--- src/hw/rtl/msrtc_pkg.sv ---
// ----------------------------------------------------------------------------
// msrtc_pkg - shared types and constants of the speed ramp and turn controller
// Direction and phase codes, register map, configuration and held PWM types.
// ----------------------------------------------------------------------------
package msrtc_pkg;

    localparam int SPEED_W   = 16;
    localparam int TRIM_W    = 7;
    localparam int TIME_W    = 32;
    localparam int IN_TDATA_W  = 40;
    localparam int OUT_TDATA_W = 88;
    localparam int APB_ADDR_W  = 5;
    localparam int APB_DATA_W  = 32;

    localparam int TRIM_PROD_W  = SPEED_W + TRIM_W;
    localparam int TRIM_RECIP_W = 24;
    localparam int TRIM_SHIFT   = 30;
    localparam int TRIM_MUL_W   = TRIM_PROD_W + TRIM_RECIP_W;
    localparam int TRIM_Q_W     = SPEED_W + 1;
    // floor(2^30 / 100) + 1, exact for all products below 2^23
    localparam logic [TRIM_RECIP_W-1:0] TRIM_RECIP = 24'd10737419;

    localparam logic [2:0] REG_RAMP_STEP       = 3'd0;
    localparam logic [2:0] REG_TOP_SPEED       = 3'd1;
    localparam logic [2:0] REG_PIVOT_SPEED     = 3'd2;
    localparam logic [2:0] REG_UPDATE_INTERVAL = 3'd3;
    localparam logic [2:0] REG_PIVOT_MS        = 3'd4;
    localparam logic [2:0] REG_TRIM_PERCENT    = 3'd5;

    typedef enum logic [2:0] {
        DIR_HALT  = 3'd0,
        DIR_FWD   = 3'd1,
        DIR_BWD   = 3'd2,
        DIR_PIV_L = 3'd3,
        DIR_PIV_R = 3'd4
    } dir_t;

    typedef enum logic [1:0] {
        PH_IDLE = 2'd0,
        PH_TURN = 2'd1,
        PH_DONE = 2'd2
    } phase_t;

    typedef struct packed {
        logic [SPEED_W-1:0] ramp_step;
        logic [SPEED_W-1:0] top_speed;
        logic [SPEED_W-1:0] pivot_speed;
        logic [SPEED_W-1:0] update_interval;
        logic [SPEED_W-1:0] pivot_ms;
        logic [TRIM_W-1:0]  trim_percent;
    } cfg_t;

    typedef struct packed {
        logic [SPEED_W-1:0] ch1;
        logic [SPEED_W-1:0] ch2;
        logic [SPEED_W-1:0] ch3;
        logic [SPEED_W-1:0] ch4;
        logic               trim_en;
        logic [TRIM_W-1:0]  trim;
    } pwm_hold_t;

    typedef struct packed {
        pwm_hold_t          hold;
        dir_t               drive_dir;
        logic [SPEED_W-1:0] speed_now;
        logic               turning;
        phase_t             turn_phase;
        logic               updated;
    } rec_t;

    function automatic pwm_hold_t drive_pwm(dir_t dir, logic [SPEED_W-1:0] spd,
                                            logic [SPEED_W-1:0] turn,
                                            logic [TRIM_W-1:0] trim);
        pwm_hold_t h;
        h = '0;
        case (dir)
            DIR_FWD: begin
                h.ch2     = spd;
                h.ch3     = spd;
                h.trim_en = 1'b1;
                h.trim    = trim;
            end
            DIR_BWD: begin
                h.ch1 = spd;
                h.ch4 = spd;
            end
            DIR_PIV_L: h.ch3 = turn;
            DIR_PIV_R: h.ch2 = turn;
            default: ;
        endcase
        return h;
    endfunction

endpackage

--- src/hw/rtl/msrtc_cfg_regs.sv ---
// ----------------------------------------------------------------------------
// msrtc_cfg_regs - configuration register file
// APB-style write and read access to the six ramp and turn settings.
// ----------------------------------------------------------------------------
module msrtc_cfg_regs (
    input  logic                                aclk,
    input  logic                                aresetn,
    input  logic                                psel,
    input  logic                                penable,
    input  logic                                pwrite,
    input  logic [msrtc_pkg::APB_ADDR_W-1:0]    paddr,
    input  logic [msrtc_pkg::APB_DATA_W-1:0]    pwdata,
    output logic [msrtc_pkg::APB_DATA_W-1:0]    prdata,
    output logic                                pready,
    output msrtc_pkg::cfg_t                     cfg
);
    import msrtc_pkg::*;

    cfg_t       cfg_reg;
    cfg_t       cfg_next;
    logic [2:0] reg_idx;
    logic       wr_en;

    assign reg_idx = paddr[4:2];
    assign wr_en   = psel && penable && pwrite;
    assign pready  = 1'b1;
    assign cfg     = cfg_reg;

    always_comb begin
        cfg_next = cfg_reg;
        if (wr_en) begin
            unique case (reg_idx)
                REG_RAMP_STEP:       cfg_next.ramp_step       = pwdata[SPEED_W-1:0];
                REG_TOP_SPEED:       cfg_next.top_speed       = pwdata[SPEED_W-1:0];
                REG_PIVOT_SPEED:     cfg_next.pivot_speed     = pwdata[SPEED_W-1:0];
                REG_UPDATE_INTERVAL: cfg_next.update_interval = pwdata[SPEED_W-1:0];
                REG_PIVOT_MS:        cfg_next.pivot_ms        = pwdata[SPEED_W-1:0];
                REG_TRIM_PERCENT:    cfg_next.trim_percent    = pwdata[TRIM_W-1:0];
                default: ;
            endcase
        end
    end

    always_comb begin
        prdata = '0;
        unique case (reg_idx)
            REG_RAMP_STEP:       prdata = {16'd0, cfg_reg.ramp_step};
            REG_TOP_SPEED:       prdata = {16'd0, cfg_reg.top_speed};
            REG_PIVOT_SPEED:     prdata = {16'd0, cfg_reg.pivot_speed};
            REG_UPDATE_INTERVAL: prdata = {16'd0, cfg_reg.update_interval};
            REG_PIVOT_MS:        prdata = {16'd0, cfg_reg.pivot_ms};
            REG_TRIM_PERCENT:    prdata = {25'd0, cfg_reg.trim_percent};
            default:             prdata = '0;
        endcase
    end

    always_ff @(posedge aclk) begin
        if (!aresetn) begin
            cfg_reg.ramp_step       <= 16'd10;
            cfg_reg.top_speed       <= 16'd1000;
            cfg_reg.pivot_speed     <= 16'd500;
            cfg_reg.update_interval <= 16'd20;
            cfg_reg.pivot_ms        <= 16'd500;
            cfg_reg.trim_percent    <= 7'd98;
        end else begin
            cfg_reg <= cfg_next;
        end
    end

endmodule

--- src/hw/rtl/msrtc_ramp_core.sv ---
// ----------------------------------------------------------------------------
// msrtc_ramp_core - tick register, ramp and pivot rules, controller state
// Registers each tick item, applies the update rules and passes a record on.
// ----------------------------------------------------------------------------
module msrtc_ramp_core (
    input  logic                                aclk,
    input  logic                                aresetn,
    input  msrtc_pkg::cfg_t                     cfg,
    input  logic                                s_tvalid,
    output logic                                s_tready,
    input  logic [msrtc_pkg::IN_TDATA_W-1:0]    s_tdata,    // now_ms[31:0], target_dir[34:32]
    output logic                                rec_valid,
    input  logic                                rec_ready,
    output msrtc_pkg::rec_t                     rec
);
    import msrtc_pkg::*;

    logic                in_valid_reg;
    logic [TIME_W-1:0]   in_now_reg;
    logic [2:0]          in_dir_reg;

    logic [TIME_W-1:0]   last_reg,   last_next;
    logic [TIME_W-1:0]   start_reg,  start_next;
    dir_t                dir_reg,    dir_next;
    logic [SPEED_W-1:0]  speed_reg,  speed_next;
    logic [SPEED_W-1:0]  goal_reg,   goal_next;
    logic                right_reg,  right_next;
    logic                active_reg, active_next;
    phase_t              phase_reg,  phase_next;
    pwm_hold_t           hold_reg,   hold_next;

    logic                a_valid_reg;
    rec_t                a_rec_reg;

    logic                a_ready;
    logic                load;
    dir_t                tgt;
    logic [TIME_W-1:0]   elapsed;
    logic [TIME_W-1:0]   turn_elapsed;
    logic                upd;
    logic                cont;
    logic [SPEED_W:0]    ramp_sum;
    logic [SPEED_W-1:0]  step;

    assign a_ready   = !a_valid_reg || rec_ready;
    assign s_tready  = !in_valid_reg || a_ready;
    assign load      = in_valid_reg && a_ready;
    assign rec_valid = a_valid_reg;
    assign rec       = a_rec_reg;

    assign step         = cfg.ramp_step;
    assign tgt          = (in_dir_reg > DIR_PIV_R) ? DIR_HALT : dir_t'(in_dir_reg);
    assign elapsed      = in_now_reg - last_reg;
    assign turn_elapsed = in_now_reg - start_reg;
    assign upd          = load && (elapsed >= {16'd0, cfg.update_interval});
    assign ramp_sum     = {1'b0, speed_reg} + {1'b0, step};

    always_comb begin
        last_next   = last_reg;
        start_next  = start_reg;
        dir_next    = dir_reg;
        speed_next  = speed_reg;
        goal_next   = goal_reg;
        right_next  = right_reg;
        active_next = active_reg;
        phase_next  = phase_reg;
        hold_next   = hold_reg;
        cont        = 1'b1;
        if (upd) begin
            last_next = in_now_reg;
            if (tgt == DIR_HALT && dir_reg != DIR_HALT) begin
                speed_next = '0;
                dir_next   = DIR_HALT;
                hold_next  = '0;
            end else begin
                if (active_reg && phase_reg == PH_TURN) begin
                    if (turn_elapsed >= {16'd0, cfg.pivot_ms}) begin
                        phase_next  = PH_DONE;
                        active_next = 1'b0;
                        dir_next    = DIR_HALT;
                        goal_next   = '0;
                        hold_next   = '0;
                    end else begin
                        hold_next = drive_pwm(dir_t'(right_reg ? DIR_PIV_R : DIR_PIV_L), '0,
                                              cfg.pivot_speed, cfg.trim_percent);
                        cont      = 1'b0;
                    end
                end
                if (cont) begin
                    if (tgt != dir_next) begin
                        goal_next = '0;
                        if (speed_reg != '0) begin
                            speed_next = (speed_reg > step) ? speed_reg - step : '0;
                            hold_next  = drive_pwm(dir_next, speed_next,
                                                   cfg.pivot_speed, cfg.trim_percent);
                        end else begin
                            dir_next = tgt;
                            if (tgt == DIR_PIV_L || tgt == DIR_PIV_R) begin
                                active_next = 1'b1;
                                phase_next  = PH_TURN;
                                right_next  = (tgt == DIR_PIV_R);
                                start_next  = in_now_reg;
                                hold_next   = drive_pwm(tgt, '0, cfg.pivot_speed,
                                                        cfg.trim_percent);
                            end else if (tgt != DIR_HALT) begin
                                goal_next = cfg.top_speed;
                            end
                        end
                    end else if (dir_next != DIR_HALT && !active_next) begin
                        if (speed_reg < goal_next) begin
                            speed_next = (ramp_sum > {1'b0, goal_next}) ? goal_next
                                                                        : ramp_sum[SPEED_W-1:0];
                        end else if (speed_reg > goal_next) begin
                            speed_next = ((speed_reg - goal_next) > step) ? speed_reg - step
                                                                          : goal_next;
                        end
                        hold_next = drive_pwm(dir_next, speed_next, cfg.pivot_speed,
                                              cfg.trim_percent);
                    end
                end
            end
        end
    end

    always_ff @(posedge aclk) begin
        if (!aresetn) begin
            in_valid_reg <= 1'b0;
            a_valid_reg  <= 1'b0;
            last_reg     <= '0;
            start_reg    <= '0;
            dir_reg      <= DIR_HALT;
            speed_reg    <= '0;
            goal_reg     <= '0;
            right_reg    <= 1'b0;
            active_reg   <= 1'b0;
            phase_reg    <= PH_IDLE;
            hold_reg     <= '0;
        end else begin
            if (s_tready) begin
                in_valid_reg <= s_tvalid;
            end
            if (a_ready) begin
                a_valid_reg <= in_valid_reg;
            end
            last_reg   <= last_next;
            start_reg  <= start_next;
            dir_reg    <= dir_next;
            speed_reg  <= speed_next;
            goal_reg   <= goal_next;
            right_reg  <= right_next;
            active_reg <= active_next;
            phase_reg  <= phase_next;
            hold_reg   <= hold_next;
        end
    end

    always_ff @(posedge aclk) begin
        if (s_tready && s_tvalid) begin
            in_now_reg <= s_tdata[TIME_W-1:0];
            in_dir_reg <= s_tdata[TIME_W+2:TIME_W];
        end
        if (load) begin
            a_rec_reg.hold       <= hold_next;
            a_rec_reg.drive_dir  <= dir_next;
            a_rec_reg.speed_now  <= speed_next;
            a_rec_reg.turning    <= active_next;
            a_rec_reg.turn_phase <= phase_next;
            a_rec_reg.updated    <= upd;
        end
    end

endmodule

--- src/hw/rtl/msrtc_trim_out.sv ---
// ----------------------------------------------------------------------------
// msrtc_trim_out - forward trim scaling and result register
// Scales channel two by the held trim percent when trim is enabled and packs the result item.
// ----------------------------------------------------------------------------
module msrtc_trim_out (
    input  logic                                aclk,
    input  logic                                aresetn,
    input  logic                                rec_valid,
    output logic                                rec_ready,
    input  msrtc_pkg::rec_t                     rec,
    output logic                                m_tvalid,
    input  logic                                m_tready,
    output logic [msrtc_pkg::OUT_TDATA_W-1:0]   m_tdata
);
    import msrtc_pkg::*;

    logic                    b_valid_reg;
    rec_t                    b_rec_reg;
    logic [TRIM_PROD_W-1:0]  b_prod_reg;

    logic                    out_valid_reg;
    logic [OUT_TDATA_W-1:0]  out_data_reg;

    logic                    c_ready;
    logic [TRIM_MUL_W-1:0]   q_full;
    logic [TRIM_Q_W-1:0]     q;
    logic [SPEED_W-1:0]      ch2;

    assign c_ready   = !out_valid_reg || m_tready;
    assign rec_ready = !b_valid_reg || c_ready;
    assign m_tvalid  = out_valid_reg;
    assign m_tdata   = out_data_reg;

    assign q_full = {{TRIM_RECIP_W{1'b0}}, b_prod_reg} * {{TRIM_PROD_W{1'b0}}, TRIM_RECIP};
    assign q      = q_full[TRIM_SHIFT+TRIM_Q_W-1:TRIM_SHIFT];

    always_comb begin
        ch2 = b_rec_reg.hold.ch2;
        if (b_rec_reg.hold.trim_en) begin
            ch2 = q[SPEED_W] ? {SPEED_W{1'b1}} : q[SPEED_W-1:0];
        end
    end

    always_ff @(posedge aclk) begin
        if (!aresetn) begin
            b_valid_reg   <= 1'b0;
            out_valid_reg <= 1'b0;
        end else begin
            if (rec_ready) begin
                b_valid_reg <= rec_valid;
            end
            if (c_ready) begin
                out_valid_reg <= b_valid_reg;
            end
        end
    end

    always_ff @(posedge aclk) begin
        if (rec_ready && rec_valid) begin
            b_rec_reg  <= rec;
            b_prod_reg <= {{TRIM_W{1'b0}}, rec.hold.ch2} * {{SPEED_W{1'b0}}, rec.hold.trim};
        end
        if (c_ready && b_valid_reg) begin
            out_data_reg <= {1'b0,
                             b_rec_reg.updated,
                             b_rec_reg.turn_phase,
                             b_rec_reg.turning,
                             b_rec_reg.speed_now,
                             b_rec_reg.drive_dir,
                             b_rec_reg.hold.ch4,
                             b_rec_reg.hold.ch3,
                             ch2,
                             b_rec_reg.hold.ch1};
        end
    end

endmodule

--- src/hw/rtl/motor_speed_ramp_turn_controller_unit.sv ---
// ----------------------------------------------------------------------------
// motor_speed_ramp_turn_controller_unit - speed ramp and pivot turn controller
// Takes one tick item per cycle while m_tready is high and returns the H-bridge compare values.
// ----------------------------------------------------------------------------
// An accepted tick item passes the tick register, the rule stage, the trim
// product stage and the result register to m_tdata. Throughput: one item per
// cycle while m_tready is high; each stage passes one item a cycle unless stalled.
// Reset (aresetn low, synchronous): stopped, speed zero, no turn, all compare
// values zero, settings back to their defaults, pipeline emptied.
// ----------------------------------------------------------------------------
module motor_speed_ramp_turn_controller_unit (
    input  logic                                aclk,
    input  logic                                aresetn,
    input  logic                                s_tvalid,
    output logic                                s_tready,
    input  logic [msrtc_pkg::IN_TDATA_W-1:0]    s_tdata,    // now_ms, target_dir, zero pad
    output logic                                m_tvalid,
    input  logic                                m_tready,
    // pwm_ch1, pwm_ch2, pwm_ch3, pwm_ch4, drive_dir, speed_now, turning,
    // turn_phase, updated, zero pad
    output logic [msrtc_pkg::OUT_TDATA_W-1:0]   m_tdata,
    input  logic                                psel,
    input  logic                                penable,
    input  logic                                pwrite,
    input  logic [msrtc_pkg::APB_ADDR_W-1:0]    paddr,
    input  logic [msrtc_pkg::APB_DATA_W-1:0]    pwdata,
    output logic [msrtc_pkg::APB_DATA_W-1:0]    prdata,
    output logic                                pready
);
    import msrtc_pkg::*;

    cfg_t cfg;
    logic rec_valid;
    logic rec_ready;
    rec_t rec;

    msrtc_cfg_regs u_cfg_regs (
        .aclk    (aclk),
        .aresetn (aresetn),
        .psel    (psel),
        .penable (penable),
        .pwrite  (pwrite),
        .paddr   (paddr),
        .pwdata  (pwdata),
        .prdata  (prdata),
        .pready  (pready),
        .cfg     (cfg)
    );

    msrtc_ramp_core u_ramp_core (
        .aclk      (aclk),
        .aresetn   (aresetn),
        .cfg       (cfg),
        .s_tvalid  (s_tvalid),
        .s_tready  (s_tready),
        .s_tdata   (s_tdata),
        .rec_valid (rec_valid),
        .rec_ready (rec_ready),
        .rec       (rec)
    );

    msrtc_trim_out u_trim_out (
        .aclk      (aclk),
        .aresetn   (aresetn),
        .rec_valid (rec_valid),
        .rec_ready (rec_ready),
        .rec       (rec),
        .m_tvalid  (m_tvalid),
        .m_tready  (m_tready),
        .m_tdata   (m_tdata)
    );

endmodule
--- config.mk ---
export PLATFORM = sky130hd
export DESIGN_NAME = motor_speed_ramp_turn_controller_unit
export DESIGN_NICKNAME = d
export VERILOG_FILES = /design/src/hw/rtl/msrtc_pkg.sv /design/src/hw/rtl/msrtc_cfg_regs.sv /design/src/hw/rtl/msrtc_ramp_core.sv /design/src/hw/rtl/msrtc_trim_out.sv /design/src/hw/rtl/motor_speed_ramp_turn_controller_unit.sv
export SDC_FILE = /design/constraint.sdc
export NUM_CORES = 2
export LEC_CHECK = 0
export BUFFER_PORTS_ARGS = -buffer_cell sky130_fd_sc_hd__buf_2
export CORE_UTILIZATION = 40
export DETAILED_ROUTE_END_ITERATION = 10
export MAX_ROUTING_LAYER = met4
export PLACE_DENSITY = 0.59
export SLEW_MARGIN = 20
export SYNTH_ARGS = -nofsm -noshare
export SYNTH_HDL_FRONTEND = slang
export SYNTH_SLANG_ARGS = --single-unit
--- constraint.sdc ---
create_clock -name aclk -period 12.4 [get_ports aclk]
set_input_delay 3.1 -clock aclk [delete_from_list [all_inputs] [get_ports aclk]]
set_output_delay 3.1 -clock aclk [all_outputs]
set_load 0.05 [all_outputs]
==> results.txt <==
status: finished clean
register clock-pin slew on the reported worst setup and hold paths: 0.06 ns
delay-heaviest family, CP: compound AO/OA/AOI/OAI gates
Peak Freq: 92.05 MHz
gr usage total: 24.85%
max reg flops: 95
HPWL Detailed: 107900 µm
Yosys top cell area share: 21.52%
die outline width: 340.3 µm
Top FF cell, synth: edfxtp_1
Post-Synthesis Cells: 4854
Slew HR: 19.36%
# IOs: 207
most common cell in the netlist: inv_1
Seq/Total Area, Yosys: 33.16%
TritonCTS clock tree: done
Setup CP Type: reg2reg
final std cells w/o fill: 6481
initial antenna violation count: 2
largest cells by area after synthesis: edfxtp_1 22%, ha_1 12%, fa_1 12%, dfxtp_1 12%, inv_1 4.5%
number of synthesized flops with an enable pin: 328
antenna viol nets, final: 0
async set or reset register ratio after synthesis: 0%
port bufs: 165
synthesized cell area: 0.04577 mm²
DRT Wirelength: 141000 µm
Setup crit end kind: flip-flop
Layout Skew: 0.03091 ns
First-pass DRT Iterations: 6
first-pass GRT wire length: 215200 µm
Synth Register Bits: 594
Setup TNS: 0 ns
pin count of the biggest net entering global routing: 86
DR vias/cell: 5.571
Max Slew Vio Count: 0
layout cells sized above 1: 8.916%
Die H: 340.3 µm
HP Class: reg2reg
grt ovf: 0
hold buffers post-CTS: 0
row cnt: 123
crit-path max cell delay: 0.59 ns
syn avg cell area: 9.429 µm²
most used cell, CP: a21oi_1
final hold vios: 0
area grow syn2layout: 10.56%
RSZ-0062 raised after global routing: no
vias: 36.10k
Starting DRT DRC Count: 2823
post-CTS setup buffers: 0
slowest cell on the critical path: a311oi_2
synth cell count leaders: 553 x inv_1, 541 x nand2_1, 451 x ha_1
Worst Slack Setup Final: 1.536 ns
Tcrit/Tclk final: 87.61%
Setup violations, final: 0
CTS Buf Count: 74
startpoint types: flip-flop
clock buffer depth: 3
leading area contributor after synthesis: edfxtp_1
root buffer cell: clkbuf_16
Post-route DRC: 0
Initial Util: 40.52%
WL/cell: 21.75 µm
Cells after DPL: 6343
vias in the first global route: 35.40k
Ys Warns: 0
post-cts sizing count: 0
core footprint: 0.1130 mm²
placer congestion estimate: 0.9859
Worst Tran Pin Value: 1.197 ns
Buf/Inv on CP: 5
Netlist cell types: 96
CTS H-tree depth: 3
max-cap violation count: 0
die area: 0.1158 mm²
CP max FO: 22
Nets: 5724
CP Data Arrival Time: 11.25 ns
fin crit period: 10.86 ns
Crit path required time: 12.78 ns
total clock sinks: 594
clock latency on the worst-skew pair: 0.66 ns
Place WS: 1.677 ns
==> layout make-up <==
type                            count  area, µm²
Multi-Input combinational cell   3475      27660
Clock inverter                     42      513.0
Fill cell                       10960      62360
Clock buffer                       94       2029
Tap cell                         1500       1877
Inverter                          553       2078
Antenna cell                        1      2.502
Timing Repair Buffer              222       1267
Sequential cell                   594      15170
==> stage by stage <==
stage	instance area (µm²)	util (%)	hold slack, ns
after floorplan	45830	-	0.4003
after global placement	48040	42.53	0.4015
after detailed placement	48040	42.53	0.4045
after CTS	50580	44.78	0.4011
after global routing	50600	44.79	0.4181
final	50600	44.79	0.4103
==> cell usage in the layout, fill, tap and decap left out, drive strengths merged, types with 43 or more instances in the layout <==
cell / count
a21boi: 99
a21o: 108
a21oi: 322
a31oi: 44
and2: 88
buf: 222
clkbuf: 94
dfxtp: 266
edfxtp: 328
fa: 269
ha: 451
inv: 561
mux2i: 56
nand2: 541
nand3: 72
nor2: 262
nor2b: 83
nor3: 73
o211ai: 43
o21ai: 193
xnor2: 90
==> final timing paths <==
path / start / to / slack (ns) / depth (start not counted)
setup / recovery: u_ramp_core.in_now_reg[0]$_DFFE_PP_ / u_ramp_core.rec[32]$_DFFE_PP_ / 1.54 / 47
hold / removal: u_trim_out.b_rec_reg[84]$_DFFE_PP_ / u_trim_out.m_tdata[5]$_DFFE_PP_ / 0.41 / 0
setup reg to reg: u_ramp_core.in_now_reg[0]$_DFFE_PP_ / u_ramp_core.rec[32]$_DFFE_PP_ / 1.54 / 47
hold reg to reg: u_trim_out.b_rec_reg[84]$_DFFE_PP_ / u_trim_out.m_tdata[5]$_DFFE_PP_ / 0.41 / 0
==> cell families (layout without fill, tap and decap cells) <==
kind of cell / count (synthesis) / count (layout) / synth area share, %
flip-flops: 594 / 594 / 33.16
XOR/XNOR: 122 / 122 / 2.335
AND/OR/NAND/NOR: 1298 / 1298 / 13.13
buffers and inverters: 801 / 911 / 6.824
AO/OA/AOI/OAI: 1231 / 1231 / 18.26
other: 2 / 19 / 0.01641
multiplexers: 85 / 85 / 2.171
adder cells (fa/ha/maj): 721 / 721 / 24.12
==> metal layers <==
metal  GRT usage, %  vias up  routed length [µm]  share of wire, %
li1               -    17100                   -                 -
met1          31.17    17570               59830                42
met2          40.21     1165               67030                48
met3          3.625      264                8061               5.7
met4          9.884        0                6060               4.3
met5              -        -                   0                 0
Power is not shown: default switching activity piles up to over one toggle a cycle in this logic, so the estimate is an artifact.
